--- config.mk ---
export PLATFORM = sky130hd
export DESIGN_NAME = battery_voltage_band_monitor
export DESIGN_NICKNAME = d
export VERILOG_FILES = /design/src/rtl/bvm_pkg.sv /design/src/rtl/battery_voltage_band_monitor.sv
export SDC_FILE = /design/constraint.sdc
export NUM_CORES = 1
export LEC_CHECK = 0
export BUFFER_PORTS_ARGS = -buffer_cell sky130_fd_sc_hd__buf_2
export CAP_MARGIN = 15
export CORE_ASPECT_RATIO = 0.8
export CORE_MARGIN = 5
export CORE_UTILIZATION = 35
export CTS_CLUSTER_SIZE = 16
export DETAILED_ROUTE_END_ITERATION = 7
export SLEW_MARGIN = 20
export SYNTH_ARGS = -nofsm -noshare
export SYNTH_HDL_FRONTEND = slang
export SYNTH_SLANG_ARGS = --single-unit
--- constraint.sdc ---
create_clock -name clk -period 4 [get_ports clk]
set_input_delay 0.2 -clock clk [delete_from_list [all_inputs] [get_ports clk]]
set_output_delay 0.2 -clock clk [all_outputs]
set_load 0.005 [all_outputs]
--- src/rtl/bvm_pkg.sv ---
// shared types, widths, level and event codes for the battery voltage band monitor
package bvm_pkg;

	localparam int CODE_W    = 12;
	localparam int LEVEL_W   = 2;
	localparam int EVENT_W   = 3;
	localparam int CFG_IDX_W = 3;

	typedef logic [CODE_W-1:0]    code_t;
	typedef logic [LEVEL_W-1:0]   level_t;
	typedef logic [EVENT_W-1:0]   event_t;
	typedef logic [CFG_IDX_W-1:0] cfg_idx_t;

	// battery levels
	localparam level_t LVL_NORMAL = 2'd0;
	localparam level_t LVL_LOW    = 2'd1;
	localparam level_t LVL_HIGH   = 2'd2;
	localparam level_t LVL_DAMAGE = 2'd3;

	// event codes
	localparam event_t EV_DAMAGE          = 3'd0;
	localparam event_t EV_HIGH            = 3'd1;
	localparam event_t EV_LOW             = 3'd2;
	localparam event_t EV_LOW_TO_NORMAL   = 3'd3;
	localparam event_t EV_HIGH_TO_NORMAL  = 3'd4;
	localparam event_t EV_BAND_HELD       = 3'd5;
	localparam event_t EV_RELEASE_PENDING = 3'd6;

	// register indexes
	localparam cfg_idx_t REG_DAMAGE       = 3'd0;
	localparam cfg_idx_t REG_HIGH         = 3'd1;
	localparam cfg_idx_t REG_LOW          = 3'd2;
	localparam cfg_idx_t REG_LOW_RELEASE  = 3'd3;
	localparam cfg_idx_t REG_HIGH_RELEASE = 3'd4;

	// register reset values
	localparam code_t RST_DAMAGE       = 12'd4000;
	localparam code_t RST_HIGH         = 12'd3800;
	localparam code_t RST_LOW          = 12'd3000;
	localparam code_t RST_LOW_RELEASE  = 12'd3100;
	localparam code_t RST_HIGH_RELEASE = 12'd3700;

endpackage

--- src/rtl/battery_voltage_band_monitor.sv ---
// top level: sample ring, shared add/subtract unit for sum and divide, level classifier
//
//  channel  | handshake             | payload
//  ---------+-----------------------+-----------------------------------------------
//  in       | in_valid / in_stall   | adc_sample
//  out      | out_valid / out_stall | average_code, battery_level, event_code, in_band
//  cfg      | cfg_we                | cfg_index, cfg_data
//
//  a request is written into the ring, the filled ring entries (at most DEPTH) are
//  read and summed, then divided by the fill count one restoring step per quotient
//  bit, then classified; sum and divide share one adder, and the single ring read
//  port sets the summing time. in_stall is high from acceptance until the result is
//  loaded into the output register; a stalled result holds the sequencer in the
//  classify state, and no new request is taken while it waits. reset clears control
//  and level registers and loads the threshold reset values; the ring needs no
//  clearing since only written entries are summed.
module battery_voltage_band_monitor #(
	parameter int DEPTH       = 16,
	parameter int SAMPLE_BITS = 12
) (
	input  logic              clk,
	input  logic              arst_n,
	// input channel
	input  logic              in_valid,
	output logic              in_stall,
	input  bvm_pkg::code_t    adc_sample,
	// output channel
	output logic              out_valid,
	input  logic              out_stall,
	output bvm_pkg::code_t    average_code,
	output bvm_pkg::level_t   battery_level,
	output bvm_pkg::event_t   event_code,
	output logic              in_band,
	// configuration
	input  logic              cfg_we,
	input  bvm_pkg::cfg_idx_t cfg_index,
	input  bvm_pkg::code_t    cfg_data
);
	import bvm_pkg::*;

	// stored sample width: input bits above SAMPLE_BITS are dropped
	localparam int SW   = (SAMPLE_BITS < CODE_W) ? SAMPLE_BITS : CODE_W;
	localparam int IW   = (DEPTH > 1) ? $clog2(DEPTH) : 1;
	localparam int CW   = $clog2(DEPTH + 1);
	localparam int SUMW = SW + CW;
	localparam int AW   = SUMW + 1;
	localparam int DCW  = $clog2(SUMW + 1);

	// sequencer states
	localparam logic [1:0] ST_IDLE = 2'd0;
	localparam logic [1:0] ST_SUM  = 2'd1;
	localparam logic [1:0] ST_DIV  = 2'd2;
	localparam logic [1:0] ST_CLS  = 2'd3;

	logic [1:0]     state_q;
	logic [IW-1:0]  wr_idx_q;
	logic           full_q;
	logic [CW-1:0]  count_q;
	logic [CW-1:0]  rd_cnt_q;
	logic           rd_vld_q;
	logic [DCW-1:0] div_cnt_q;
	logic [SUMW-1:0] acc_q;
	logic [SUMW-1:0] quo_q;
	logic [CW-1:0]  rem_q;
	logic [SW-1:0]  rd_data_q;
	level_t         level_q;

	// threshold registers
	code_t damage_q;
	code_t high_q;
	code_t low_q;
	code_t low_rel_q;
	code_t high_rel_q;

	// sample ring, one write and one registered read port
	logic [SW-1:0] ring [DEPTH];

	logic          in_acc;
	logic [SW-1:0] sample_w;
	logic [CW-1:0] next_idx;
	logic [IW-1:0] rd_addr;
	logic          rd_issue;
	logic          sum_done;
	logic          div_last;
	logic          out_free;

	// shared adder: accumulate while summing, trial subtract while dividing
	logic [AW-1:0] op_a;
	logic [AW-1:0] op_b;
	logic          op_cin;
	logic [AW:0]   add_res;
	logic [CW:0]   rem_shift;
	logic          ge;

	// classifier
	code_t  avg;
	level_t lvl_nxt;
	event_t ev_nxt;
	logic   band_nxt;

	assign in_stall = (state_q != ST_IDLE);
	assign in_acc   = in_valid && !in_stall;
	assign sample_w = adc_sample[SW-1:0];
	assign next_idx = CW'(wr_idx_q) + CW'(1);
	assign rd_addr  = rd_cnt_q[IW-1:0];
	assign rd_issue = (state_q == ST_SUM) && (rd_cnt_q < count_q);
	assign sum_done = (state_q == ST_SUM) && (rd_cnt_q == count_q) && !rd_vld_q;
	assign div_last = (div_cnt_q == DCW'(SUMW - 1));
	assign out_free = !out_valid || !out_stall;

	assign rem_shift = {rem_q, quo_q[SUMW-1]};

	always_comb begin
		if (state_q == ST_DIV) begin
			op_a   = AW'(rem_shift);
			op_b   = ~AW'(count_q);
			op_cin = 1'b1;
		end else begin
			op_a   = AW'(acc_q);
			op_b   = AW'(rd_data_q);
			op_cin = 1'b0;
		end
	end

	assign add_res = {1'b0, op_a} + {1'b0, op_b} + (AW + 1)'(op_cin);
	// carry out of the subtraction means the shifted remainder covers the count
	assign ge      = add_res[AW];

	// quotient never exceeds the largest sample
	assign avg = CODE_W'(quo_q[SW-1:0]);

	// priority: damage, high, low, then in band with hysteresis release
	always_comb begin
		lvl_nxt  = level_q;
		ev_nxt   = EV_BAND_HELD;
		band_nxt = 1'b0;
		if (avg > damage_q) begin
			lvl_nxt = LVL_DAMAGE;
			ev_nxt  = EV_DAMAGE;
		end else if (avg > high_q) begin
			lvl_nxt = LVL_HIGH;
			ev_nxt  = EV_HIGH;
		end else if (avg < low_q) begin
			lvl_nxt = LVL_LOW;
			ev_nxt  = EV_LOW;
		end else begin
			band_nxt = 1'b1;
			case (level_q)
				LVL_LOW: begin
					if (avg > low_rel_q) begin
						lvl_nxt = LVL_NORMAL;
						ev_nxt  = EV_LOW_TO_NORMAL;
					end else begin
						ev_nxt = EV_RELEASE_PENDING;
					end
				end
				LVL_HIGH: begin
					if (avg < high_rel_q) begin
						lvl_nxt = LVL_NORMAL;
						ev_nxt  = EV_HIGH_TO_NORMAL;
					end else begin
						ev_nxt = EV_RELEASE_PENDING;
					end
				end
				default: begin
					// normal holds; damage has no release path
					ev_nxt = EV_BAND_HELD;
				end
			endcase
		end
	end

	// ring write and registered read
	always_ff @(posedge clk) begin
		if (in_acc) begin
			ring[wr_idx_q] <= sample_w;
		end
		rd_data_q <= ring[rd_addr];
	end

	// configuration registers
	always_ff @(posedge clk or negedge arst_n) begin
		if (!arst_n) begin
			damage_q   <= RST_DAMAGE;
			high_q     <= RST_HIGH;
			low_q      <= RST_LOW;
			low_rel_q  <= RST_LOW_RELEASE;
			high_rel_q <= RST_HIGH_RELEASE;
		end else if (cfg_we) begin
			case (cfg_index)
				REG_DAMAGE:       damage_q   <= cfg_data;
				REG_HIGH:         high_q     <= cfg_data;
				REG_LOW:          low_q      <= cfg_data;
				REG_LOW_RELEASE:  low_rel_q  <= cfg_data;
				REG_HIGH_RELEASE: high_rel_q <= cfg_data;
				default: begin
				end
			endcase
		end
	end

	// sequencer and control state
	always_ff @(posedge clk or negedge arst_n) begin
		if (!arst_n) begin
			state_q   <= ST_IDLE;
			wr_idx_q  <= '0;
			full_q    <= 1'b0;
			count_q   <= '0;
			rd_cnt_q  <= '0;
			rd_vld_q  <= 1'b0;
			div_cnt_q <= '0;
			level_q   <= LVL_NORMAL;
			out_valid <= 1'b0;
		end else begin
			// the classify state reloads the output register itself
			if (out_valid && !out_stall && (state_q != ST_CLS)) begin
				out_valid <= 1'b0;
			end
			rd_vld_q <= rd_issue;
			case (state_q)
				ST_IDLE: begin
					if (in_acc) begin
						if (next_idx == CW'(DEPTH)) begin
							wr_idx_q <= '0;
							full_q   <= 1'b1;
							count_q  <= CW'(DEPTH);
						end else begin
							wr_idx_q <= next_idx[IW-1:0];
							count_q  <= full_q ? CW'(DEPTH) : next_idx;
						end
						rd_cnt_q <= '0;
						state_q  <= ST_SUM;
					end
				end
				ST_SUM: begin
					if (rd_issue) begin
						rd_cnt_q <= rd_cnt_q + CW'(1);
					end
					if (sum_done) begin
						div_cnt_q <= '0;
						state_q   <= ST_DIV;
					end
				end
				ST_DIV: begin
					div_cnt_q <= div_cnt_q + DCW'(1);
					if (div_last) begin
						state_q <= ST_CLS;
					end
				end
				ST_CLS: begin
					if (out_free) begin
						level_q   <= lvl_nxt;
						out_valid <= 1'b1;
						state_q   <= ST_IDLE;
					end
				end
				default: begin
					state_q <= ST_IDLE;
				end
			endcase
		end
	end

	// datapath registers
	always_ff @(posedge clk) begin
		case (state_q)
			ST_IDLE: begin
				acc_q <= '0;
			end
			ST_SUM: begin
				if (rd_vld_q) begin
					acc_q <= add_res[SUMW-1:0];
				end
				if (sum_done) begin
					quo_q <= acc_q;
					rem_q <= '0;
				end
			end
			ST_DIV: begin
				// restoring division, one quotient bit a cycle
				rem_q <= ge ? add_res[CW-1:0] : rem_shift[CW-1:0];
				quo_q <= {quo_q[SUMW-2:0], ge};
			end
			ST_CLS: begin
				if (out_free) begin
					average_code  <= avg;
					battery_level <= lvl_nxt;
					event_code    <= ev_nxt;
					in_band       <= band_nxt;
				end
			end
			default: begin
			end
		endcase
	end

endmodule
======== Yosys cells after proc, flatten, opt, wreduce, memory -nomap -nowiden ========
Memories as Yosys holds them, arrays and structs flattened. A register that Yosys moved wholly into a read port is not among the register bits.
Cells that the tools add are included.
cells by class
  $add $sub $neg .......................... 5
  $lt $le $gt $ge ......................... 6
  eq/ne operators ......................... 19
  muxes and demuxes ....................... 39
  bitwise logic cells ..................... 1
  reduce and logical (&&, ||, !) cells .... 30
operators with widths
  kind                                                             number
  17-bit case mux with 2 select lines                              2
  17-bit two-way mux                                               3
  12-bit > comparator                                              3
  5-bit two-way mux                                                6
  5-bit case mux with 2 select lines                               3
  12-bit less-than comparator                                      2
  2-bit two-way mux                                                11
  18-bit by 18-bit adder with 19-bit output                        1
  19-bit by 1-bit adder with 19-bit output                         1
  18-bit two-way mux                                               1
  5-bit inverter with 18-bit output                                1
  2-bit AND reduction                                              9
  2-bit inequality test, second input constant                     7
  5-bit by 1-bit adder with 5-bit output, second input constant    2
  5-bit == test, second input constant                             2
  1-bit two-way mux                                                8
  2-bit case mux with 4 select lines                               1
  2-bit == test, second input constant                             3
  3-bit by 2-bit == test with 1-bit output, second input constant  2
  1-bit logical AND                                                6
  3-bit case mux with 2 select lines                               1
  3-bit AND reduction                                              2
  2-bit nonzero test                                               3
  4-bit by 1-bit adder with 5-bit output, second input constant    1
  15 further kinds                                                 19
word-level totals
  flip-flop bits (word level) ............. 143
  memory bits (writable) .................. 192
  bits of input ports ..................... 32
  output and inout bits ................... 20
  logic and storage cells ................. 124
  memories kept ........................... 1
memory list
  name  words  width  rd ports  clocked after memory_dff  wr ports  line                                text
  ring  16     12     1         1                         1         battery_voltage_band_monitor.sv:76  logic [SW-1:0] ring [DEPTH];

======== Longest topological paths before layout ========
Gate-level depths: netlist of run 1.
  depth in word-level cells ............... 6
  mapped depth ............................ 15
  mapped depth without buffers ............ 12

======== Least setup slack after synthesis of run 1 ========
OpenSTA, ideal clock, no wires.
  path kind ............................... register to register
  start point ............................. register state_q[0]
  end point ............................... register quo_q[0], data pin
  arrival time ............................ 3.551 ns
  required time ........................... 3.740 ns
  path slack .............................. 0.189 ns
  stages on the path, launching flop included .. 15
  path buffers ............................ 3
  clock period less this slack ............ 3.811 ns
  cell sequence ........................... dfrtp_1 inv_1 ha_1 buf_1 clkbuf_1 o21ai_0 fa_1 fa_1 a21oi_1 nor3_2 o31ai_2 a21oi_2 o211a_1 buf_6 mux2_4
between the ends
  longest elaborated chain between the ends .. 5
RTL lines
  element                                                   line                                                                      text
  start, declared                                           battery_voltage_band_monitor.sv:55                                        logic [1:0] state_q;
  start signal, assigned                                    battery_voltage_band_monitor.sv:205                                       state_q <= ST_IDLE;
  start signal, assigned                                    battery_voltage_band_monitor.sv:232                                       state_q <= ST_SUM;
  start signal, assigned                                    battery_voltage_band_monitor.sv:241                                       state_q <= ST_DIV;
  2-bit == test                                             battery_voltage_band_monitor.sv:114, battery_voltage_band_monitor.sv:266
  17-bit two-way mux or 18-bit two-way mux (tied branches)  battery_voltage_band_monitor.sv:114                                       if (state_q == ST_DIV) begin
  18-bit by 18-bit adder with 19-bit output                 battery_voltage_band_monitor.sv:125                                       assign add_res = {1'b0, op_a} + {1'b0, op_b} + (AW + 1)'(op_cin);
  19-bit by 1-bit adder with 19-bit output                  battery_voltage_band_monitor.sv:125
  17-bit case mux with 2 select lines *                     battery_voltage_band_monitor.sv:266                                       case (state_q)
  end signal, assigned                                      battery_voltage_band_monitor.sv:275                                       quo_q <= acc_q;
  end signal, assigned                                      battery_voltage_band_monitor.sv:282                                       quo_q <= {quo_q[SUMW-2:0], ge};
  end, declared                                             battery_voltage_band_monitor.sv:63                                        logic [SUMW-1:0] quo_q;
Mark *: on every way between the ends. The rest lies on a longest branch, timed or not.
A chain may end at the register's enable or synchronous reset.

======== Worst setup path after layout of run 1 ========
Same ends and word-level chain as after synthesis.

==> results of run 1 <==
==> cell usage in the layout (no fill, tap or decap), drive strengths merged, types with 3 or more instances in the layout <==
cell	n
a211oi	5
a21o	14
a21oi	34
a31oi	5
and2	22
and3	4
buf	64
clkbuf	51
clkinv	13
dfrtp	54
dfstp	32
dfxtp	12
dlygate4sd3	27
edfxtp	249
ha	88
inv	81
mux2	22
mux2i	6
mux4	60
nand2	105
nand2b	3
nand3	16
nand4	16
nor2	45
nor2b	13
nor3	12
nor3b	4
nor4b	3
o211ai	5
o21a	3
o21ai	73
o31ai	7
or2	8
or3	3
xnor2	11
xor2	9
==> through the flow <==
stage / worst slack, ps / hold slack [ps] / cells / util [%]
finish: 327 / 74.1 / 1820 / 41.1
global route: 31.2 / 91.0 / 1820 / 41.1
CTS: 204 / 93.6 / 1818 / 41.0
detailed placement: 251 / 390 / 1723 / 37.6
global placement: 337 / 385 / 1723 / 37.6
floorplan: 189 / -95.6 / 1095 / -
==> power groups by stage <==
stage / Combinational [W] / Clock [W] / Sequential (W)
floorplan: 0.00352 / 0 / 0.00510
global placement: 0.00462 / 0 / 0.00532
detailed placement: 0.00473 / 0 / 0.00533
CTS: 0.00479 / 0.00354 / 0.00526
global route: 0.00534 / 0.00371 / 0.00533
finish: 0.00478 / 0.00347 / 0.00525
==> worst max-delay path, stage by stage, from the launching register on <==
cell and delay (ps):
sky130_fd_sc_hd__dfrtp_1 390, sky130_fd_sc_hd__inv_1 160, sky130_fd_sc_hd__ha_4 270, sky130_fd_sc_hd__buf_4 320, sky130_fd_sc_hd__inv_1 140, sky130_fd_sc_hd__nand2_1 110
sky130_fd_sc_hd__nand2_1 110, sky130_fd_sc_hd__fa_1 480, sky130_fd_sc_hd__a21oi_1 310, sky130_fd_sc_hd__nor3_2 90, sky130_fd_sc_hd__o31ai_2 310, sky130_fd_sc_hd__a21oi_2 150
sky130_fd_sc_hd__o211a_1 280, sky130_fd_sc_hd__mux2_4 300
==> registers in the layout, indices dropped and copies added (netlist names) <==
register / flops
quo_q: 17
battery_level: 2
in_band: 1
acc_q: 17
rd_data_q: 12
rd_cnt_q: 5
wr_idx_q: 4
div_cnt_q: 5
high_rel_q: 12
state_q: 2
level_q: 2
average_code: 12
full_q: 1
low_rel_q: 12
damage_q: 12
out_valid: 1
rd_vld_q: 1
rem_q: 5
high_q: 12
event_code: 3
count_q: 5
ring: 192
low_q: 12
==> how the worst max path moves through the flow <==
stage                    start        to  slack, ps  depth (start not counted)
CTS                 state_q[0]  quo_q[0]        200                         13
finish              state_q[0]  quo_q[0]        330                         13
global route        state_q[0]  quo_q[0]         30                         13
floorplan           state_q[0]  quo_q[0]        190                         14
detailed placement  state_q[0]  quo_q[0]        250                         13
global placement    state_q[0]  quo_q[0]        340                         13
==> metal layers <==
metal,global-route usage (%),vias to the layer above
met1,21.1,4584
met3,2.75,45
li1,-,4280
met5,0,-
met4,4.03,0
met2,21.4,196
==> layout make-up <==
| type | instances | share of cell area (%) |
|---|---|---|
| multi-input combinational | 630 | 29.4 |
| clock buffer | 49 | 5.77 |
| sequential | 347 | 54.4 |
| inverter | 79 | 1.63 |
| clock inverter | 19 | 0.982 |
| timing repair buffer | 93 | 3.65 |
| tap | 603 | 4.14 |
==> timing repair <==
action	4_1_cts	5_1_grt
hold endpoints to repair	244	0
resized for setup	0	1
endpoints found under the setup margin	0	3
hold buffers	27	0
==> cell families (layout without fill, tap and decap cells) <==
logic type | Yosys count | in the layout | share of synthesized area [%]
AOI/OAI and AO/OA | 173 | 173 | 6.89
buffers and inverters | 118 | 240 | 3.02
muxes | 88 | 88 | 10.6
and+or+nand+nor | 259 | 259 | 7.94
adders and majority gates | 90 | 90 | 7.27
DFF | 347 | 347 | 63.2
xor gates and xnor gates | 20 | 20 | 1.12
==> metrics.md, run 1 <==
| Metric | Value |
|---|---|
| Clock latency at the later pin of the worst-skew pair | 560 ps |
| RSZ-0062 raised after global routing | no |
| Via Count | 9105 |
| Power Dens Cells | 740 mW/mm² |
| Total wire length | 34700 µm |
| Antenna diode count | 0 |
| Post-route setup TNS | 0 ps |
| Clock root buffer | sky130_fd_sc_hd__clkbuf_16 |
| Synthesized area divided by synthesized cell count | 14.3 µm² |
| Crit Reg-Reg Endpoint | quo_q[0] |
| Overall fraction of global-route tracks in use | 14.2% |
| Area taken by multi-input logic gates | 0.00536 mm² |
| Synth top area cells | sky130_fd_sc_hd__edfxtp_1 (48%), sky130_fd_sc_hd__dfrtp_1 (8.6%), sky130_fd_sc_hd__mux4_2 (8.6%) |
| Max-slew headroom | 35.4% |
| Count of standard-cell rows | 69 |
| Synth Warn # | 0 |
| Post-route total power | 0.0135 W |
| DRC violation total after the first TritonRoute iteration | 665 |
| Synthesis-to-layout area growth | 16.2% |
| Highest routed layer | met4 |
| Final setup skew | 18.4 ps |
| Std-Cell Core Area | 0.0444 mm² |
| Max Freq | 272 MHz |
| Design internal power | 0.00880 W |
| Clock tree from TritonCTS | done |
| Area used by sequential logic in the layout | 0.00991 mm² |
| # clock sinks | 347 |
| List of most frequent post-synthesis cells | sky130_fd_sc_hd__edfxtp_1 (249), sky130_fd_sc_hd__nand2_1 (105), sky130_fd_sc_hd__ha_1 (88), sky130_fd_sc_hd__inv_1 (79), sky130_fd_sc_hd__o21ai_0 (72) |
| Hold path startpoint | cfg_index[0] |
| Worst endpoint required time | 4300 ps |
| Yosys top cell by area | sky130_fd_sc_hd__edfxtp_1 |
| Result of the run | finished clean |
| Post-route ant nets | 0 |
| Clock group share of total power | 25.7% |
| Final Setup Violations | 0 |
| Effective utilization at floorplan | 35.4% |
| Synth async-reset ratio | 24.8% |
| GR Overflow Total | 0 |
| Number of vias per cell after detailed routing | 5.00 |
| VDD IR-drop max | 359 µV |
| Drt wl/cell | 19.1 µm |
| Number of storage elements in the synthesis netlist | 347 |
| Post-synth EDFFs | 249 |
| Finished layout cell area | 0.0182 mm² |
| Register-to-Register Path Depth | 13 |
| Total setup buffers inserted after CTS | 0 |
| Highest fanout seen on the critical path | 28 |
| # DRC | 0 |
| Sw frac | 34.8% |
| Post-route minimum period | 3670 ps |
| Part of the total power dissipated in sequential elements | 38.9% |
| Count of mapped cells out of synthesis | 1095 |
| Leakage power figure | 6.78 nW |
| Number of max-capacitance violations reported | 0 |
| Top cell type's share of synthesized area | 47.7% |
| Post-Syn Nets | 1217 |
| Worst Setup Path Type | flop to flop |
| Sequential element share of the synthesized area | 63.2% |
| Power dissipated by switching net loads | 0.00469 W |
| GP Congestion | 0.798 |
| Sort of element at the end of the critical path | flop |
| Met3 wire len | 1870 µm |
| Final hold viol count | 0 |
| Count of pins over their slew limit | 0 |
| Critical path data arrival time | 3970 ps |
| Maximum level of the CTS H-tree | 2 |
| Post-DP HPWL | 22100 µm |
| Worst Hold Path Cells | 4 |
| Filler Cell Count | 4068 |
| Worst Max-Slew Pin Slew | 969 ps |
| Final net count | 1310 |
| Hold Path Class | input port to flop |
| Clock-pin transition on the worst setup and hold timing paths | 60 ps |
| Number of antenna violations at the first check in global routing | 0 |
| Global-route wire length before repair | 53800 µm |
| Comb power frac | 35.4% |
| Yosys cell types | 68 |
| Hold Path Sink | low_q[2] |
| Ratio of final minimum period to clock period | 91.8% |
| Number of buffers created by CTS | 37 |
| Netlist Area Pre-Place | 0.0157 mm² |
| Post-Route M1 WL | 16600 µm |
| Ports placed on the boundary | 52 |
| Maximum number of pins on one net before global-route repair | 70 |
| Fraction of layout cells with a size suffix above 1 | 21.9% |
| Die boundary height | 199 µm |
| Reg2Reg Launch Point | state_q[0] |
| Startpoint Class | flop |
| Most instantiated flip-flop cell in the synthesis netlist | sky130_fd_sc_hd__edfxtp_1 |
| Horizontal die dimension | 247 µm |
| Area after DPL | 0.0167 mm² |
| Vias in the first global route | 9067 |
| Total iterations of the first detailed-routing run | 5 |
| Clock Tree Buf Depth | 3 |
| Port bufs | 51 |
| Most common cell in the netlist | sky130_fd_sc_hd__edfxtp_1 |
| Total Die Area | 0.0492 mm² |
| Register-to-Register Setup Slack | 330 ps |
| Detailed-routed wire length on met2 | 15600 µm |
No activity file was read; power rests on OpenSTA's default activity.
==> inputs of run 2 (changes only) <==
--- a/config.mk
+++ b/config.mk
@@ -12,6 +12,7 @@
 export CORE_UTILIZATION = 35
 export CTS_CLUSTER_SIZE = 16
 export DETAILED_ROUTE_END_ITERATION = 7
+export RECOVER_POWER = 25
 export SLEW_MARGIN = 20
 export SYNTH_ARGS = -nofsm -noshare
 export SYNTH_HDL_FRONTEND = slang
==> run 2 against run 1 <==
Total power is essentially flat; critical path depth unchanged; largest cell class unchanged; clock-buffer cell count unchanged; flip-flop and latch count stayed put; die area unchanged; sequential power is essentially flat; hold slack got worse by 1.0 ps; wire length shrank 0.39%; largest power group unchanged; critical endpoint unchanged; critical path type unchanged; cell count stayed put; final area hardly changed.
==> metrics.md, run 2 (synthesized netlist as in run 1, its figures left out) <==
| Metric | Value |
|---|---|
| Power dissipated by switching net loads | 0.00468 W |
| Worst endpoint required time | 4300 ps |
| Finished layout cell area | 0.0182 mm² |
| Total wire length | 34600 µm |
| Post-route total power | 0.0135 W |
| Result of the run | finished clean |
| # clock sinks | 347 |
| Commonest non-fill, non-tap cells in the layout | sky130_fd_sc_hd__edfxtp_1 (249), sky130_fd_sc_hd__nand2_1 (105), sky130_fd_sc_hd__ha_1 (87) |
| Area after DPL | 0.0167 mm² |
| Ports placed on the boundary | 52 |
| VDD IR-drop max | 357 µV |
| Total iterations of the first detailed-routing run | 5 |
| Clock root buffer | sky130_fd_sc_hd__clkbuf_16 |
| Total setup buffers inserted after CTS | 0 |
| Part of the total power dissipated in sequential elements | 38.9% |
| Post-route setup TNS | 0 ps |
| Comb power frac | 35.4% |
| Post-route ant nets | 0 |
| Clock latency at the later pin of the worst-skew pair | 560 ps |
| Sw frac | 34.7% |
| Leakage power figure | 6.75 nW |
| Maximum level of the CTS H-tree | 2 |
| Clock-pin transition on the worst setup and hold timing paths | 60 ps |
| Post-DP HPWL | 22100 µm |
| Power Dens Cells | 740 mW/mm² |
| Most common cell after layout, fill and taps aside | sky130_fd_sc_hd__edfxtp_1 |
| Setup WS pre-CTS | 251 ps |
| Clock Tree Buf Depth | 3 |
| DRC violation total after the first TritonRoute iteration | 666 |
| Flip-flop count of the largest register, all copies and words added | 192 |
| Number of buffers created by CTS | 37 |
| Largest register by flop count | ring |
| Vias in the first global route | 9067 |
| Drt wl/cell | 19.0 µm |
| Post-route minimum period | 3670 ps |
| Number of antenna violations at the first check in global routing | 0 |
| Effective utilization at floorplan | 35.4% |
| Max Freq | 272 MHz |
| Std-Cell Core Area | 0.0444 mm² |
| Global-route wire length before repair | 53800 µm |
| Maximum number of pins on one net before global-route repair | 70 |
| Number of max-capacitance violations reported | 0 |
| Final Setup Violations | 0 |
| Fin worst setup slack | 330 ps |
| Worst Max-Slew Pin Slew | 965 ps |
| Final hold viol count | 0 |
| GP Congestion | 0.798 |
| # DRC | 0 |
| Ratio of final minimum period to clock period | 91.8% |
| Synthesis-to-layout area growth | 16.1% |
| Antenna diode count | 0 |
| Sort of element at the end of the critical path | flop |
| Total Die Area | 0.0492 mm² |
| Startpoint Class | flop |
| Largest registers | ring: 192 flops, acc_q: 17 flops, quo_q: 17 flops |
| Die boundary height | 199 µm |
| Port bufs | 51 |
| Number of vias per cell after detailed routing | 4.99 |
| Critical path data arrival time | 3970 ps |
| Horizontal die dimension | 247 µm |
| Count of standard-cell rows | 69 |
| Highest fanout seen on the critical path | 28 |
| RSZ-0062 raised after global routing | no |
| Count of pins over their slew limit | 0 |
| Clock tree from TritonCTS | done |
| Overall fraction of global-route tracks in use | 14.2% |
| Hold Path Class | input port to flop |
| Design internal power | 0.00880 W |
| Final setup skew | 16.8 ps |
| Final net count | 1310 |
| Fraction of layout cells with a size suffix above 1 | 21.0% |
| Via Count | 9090 |
| GR Overflow Total | 0 |
| Clock group share of total power | 25.7% |
| Max-slew headroom | 35.7% |
| Worst Setup Path Type | flop to flop |
| Filler Cell Count | 4072 |
run 2: cell types whose count changed in the layout (fill, tap and decap cells not counted), sizes merged:
cell / before / now
buf: 64 / 53
clkbuf: 51 / 62
run 2: what timing repair did:
action                     CTS  global route
gates resized for setup      0             1
hold buffers                27             0
setup endpoints to repair    0             3
hold endpoints to repair   244             0
run 2: critical path, stage by stage (launching register included):
cell                      delay [ps]
sky130_fd_sc_hd__dfrtp_1         390
sky130_fd_sc_hd__inv_1           160
sky130_fd_sc_hd__ha_4            280
sky130_fd_sc_hd__buf_4           310
sky130_fd_sc_hd__inv_1           130
sky130_fd_sc_hd__nand2_1         100
sky130_fd_sc_hd__nand2_1         100
sky130_fd_sc_hd__fa_1            480
sky130_fd_sc_hd__a21oi_1         320
sky130_fd_sc_hd__nor3_2           90
sky130_fd_sc_hd__o31ai_2         310
sky130_fd_sc_hd__a21oi_2         150
sky130_fd_sc_hd__o211a_1         270
sky130_fd_sc_hd__mux2_4          300
run 2: layer usage:
metal	wire length [µm]	vias up	global-route usage (%)	part of all wire [%]
met2	15600	191	21.4	45
met3	1760	45	2.75	5.1
met1	16600	4573	21.1	48
li1	-	4281	-	-
met4	690	0	4.03	2.0
met5	0	-	0	0
run 2: final timing paths:
check,cells past startpoint,slack (ps),endpoint,from
worst max-delay path,13,330,quo_q[0],state_q[0]
worst min-delay path,4,70,low_q[2],cfg_index[0]
worst max register to register,13,330,quo_q[0],state_q[0]
worst min register to register,1,500,low_q[0],low_q[0]
max in group asynchronous,3,2830,damage_q[11],arst_n
min in group asynchronous,2,320,low_q[6],arst_n
run 2: power groups by stage:
stage	combinational, W	clock (W)	sequential (W)
final	0.00478	0.00346	0.00525
after global routing	0.00534	0.00371	0.00533
after CTS	0.00479	0.00354	0.00526
after detailed placement	0.00473	0	0.00533
after global placement	0.00462	0	0.00532
after floorplan	0.00352	0	0.00510
run 2: final cells by class:
type | count | area, µm² | share of cell area (%)
clock buffers | 49 | 1050 | 5.77
clock inverters | 19 | 179 | 0.982
flip-flops and latches | 347 | 9910 | 54.4
multi-input cells | 630 | 5360 | 29.5
well taps | 603 | 754 | 4.14
inverters | 79 | 297 | 1.63
repair buffers | 93 | 652 | 3.58
run 2: stage by stage:
| step | utilization [%] | hold slack, ps | cells |
|---|---|---|---|
| finish | 41.0 | 73.0 | 1820 |
| global route | 41.0 | 91.0 | 1820 |
| CTS | 41.0 | 93.6 | 1818 |
| detailed placement | 37.6 | 390 | 1723 |
| global placement | 37.6 | 385 | 1723 |
| floorplan | - | -95.6 | 1095 |
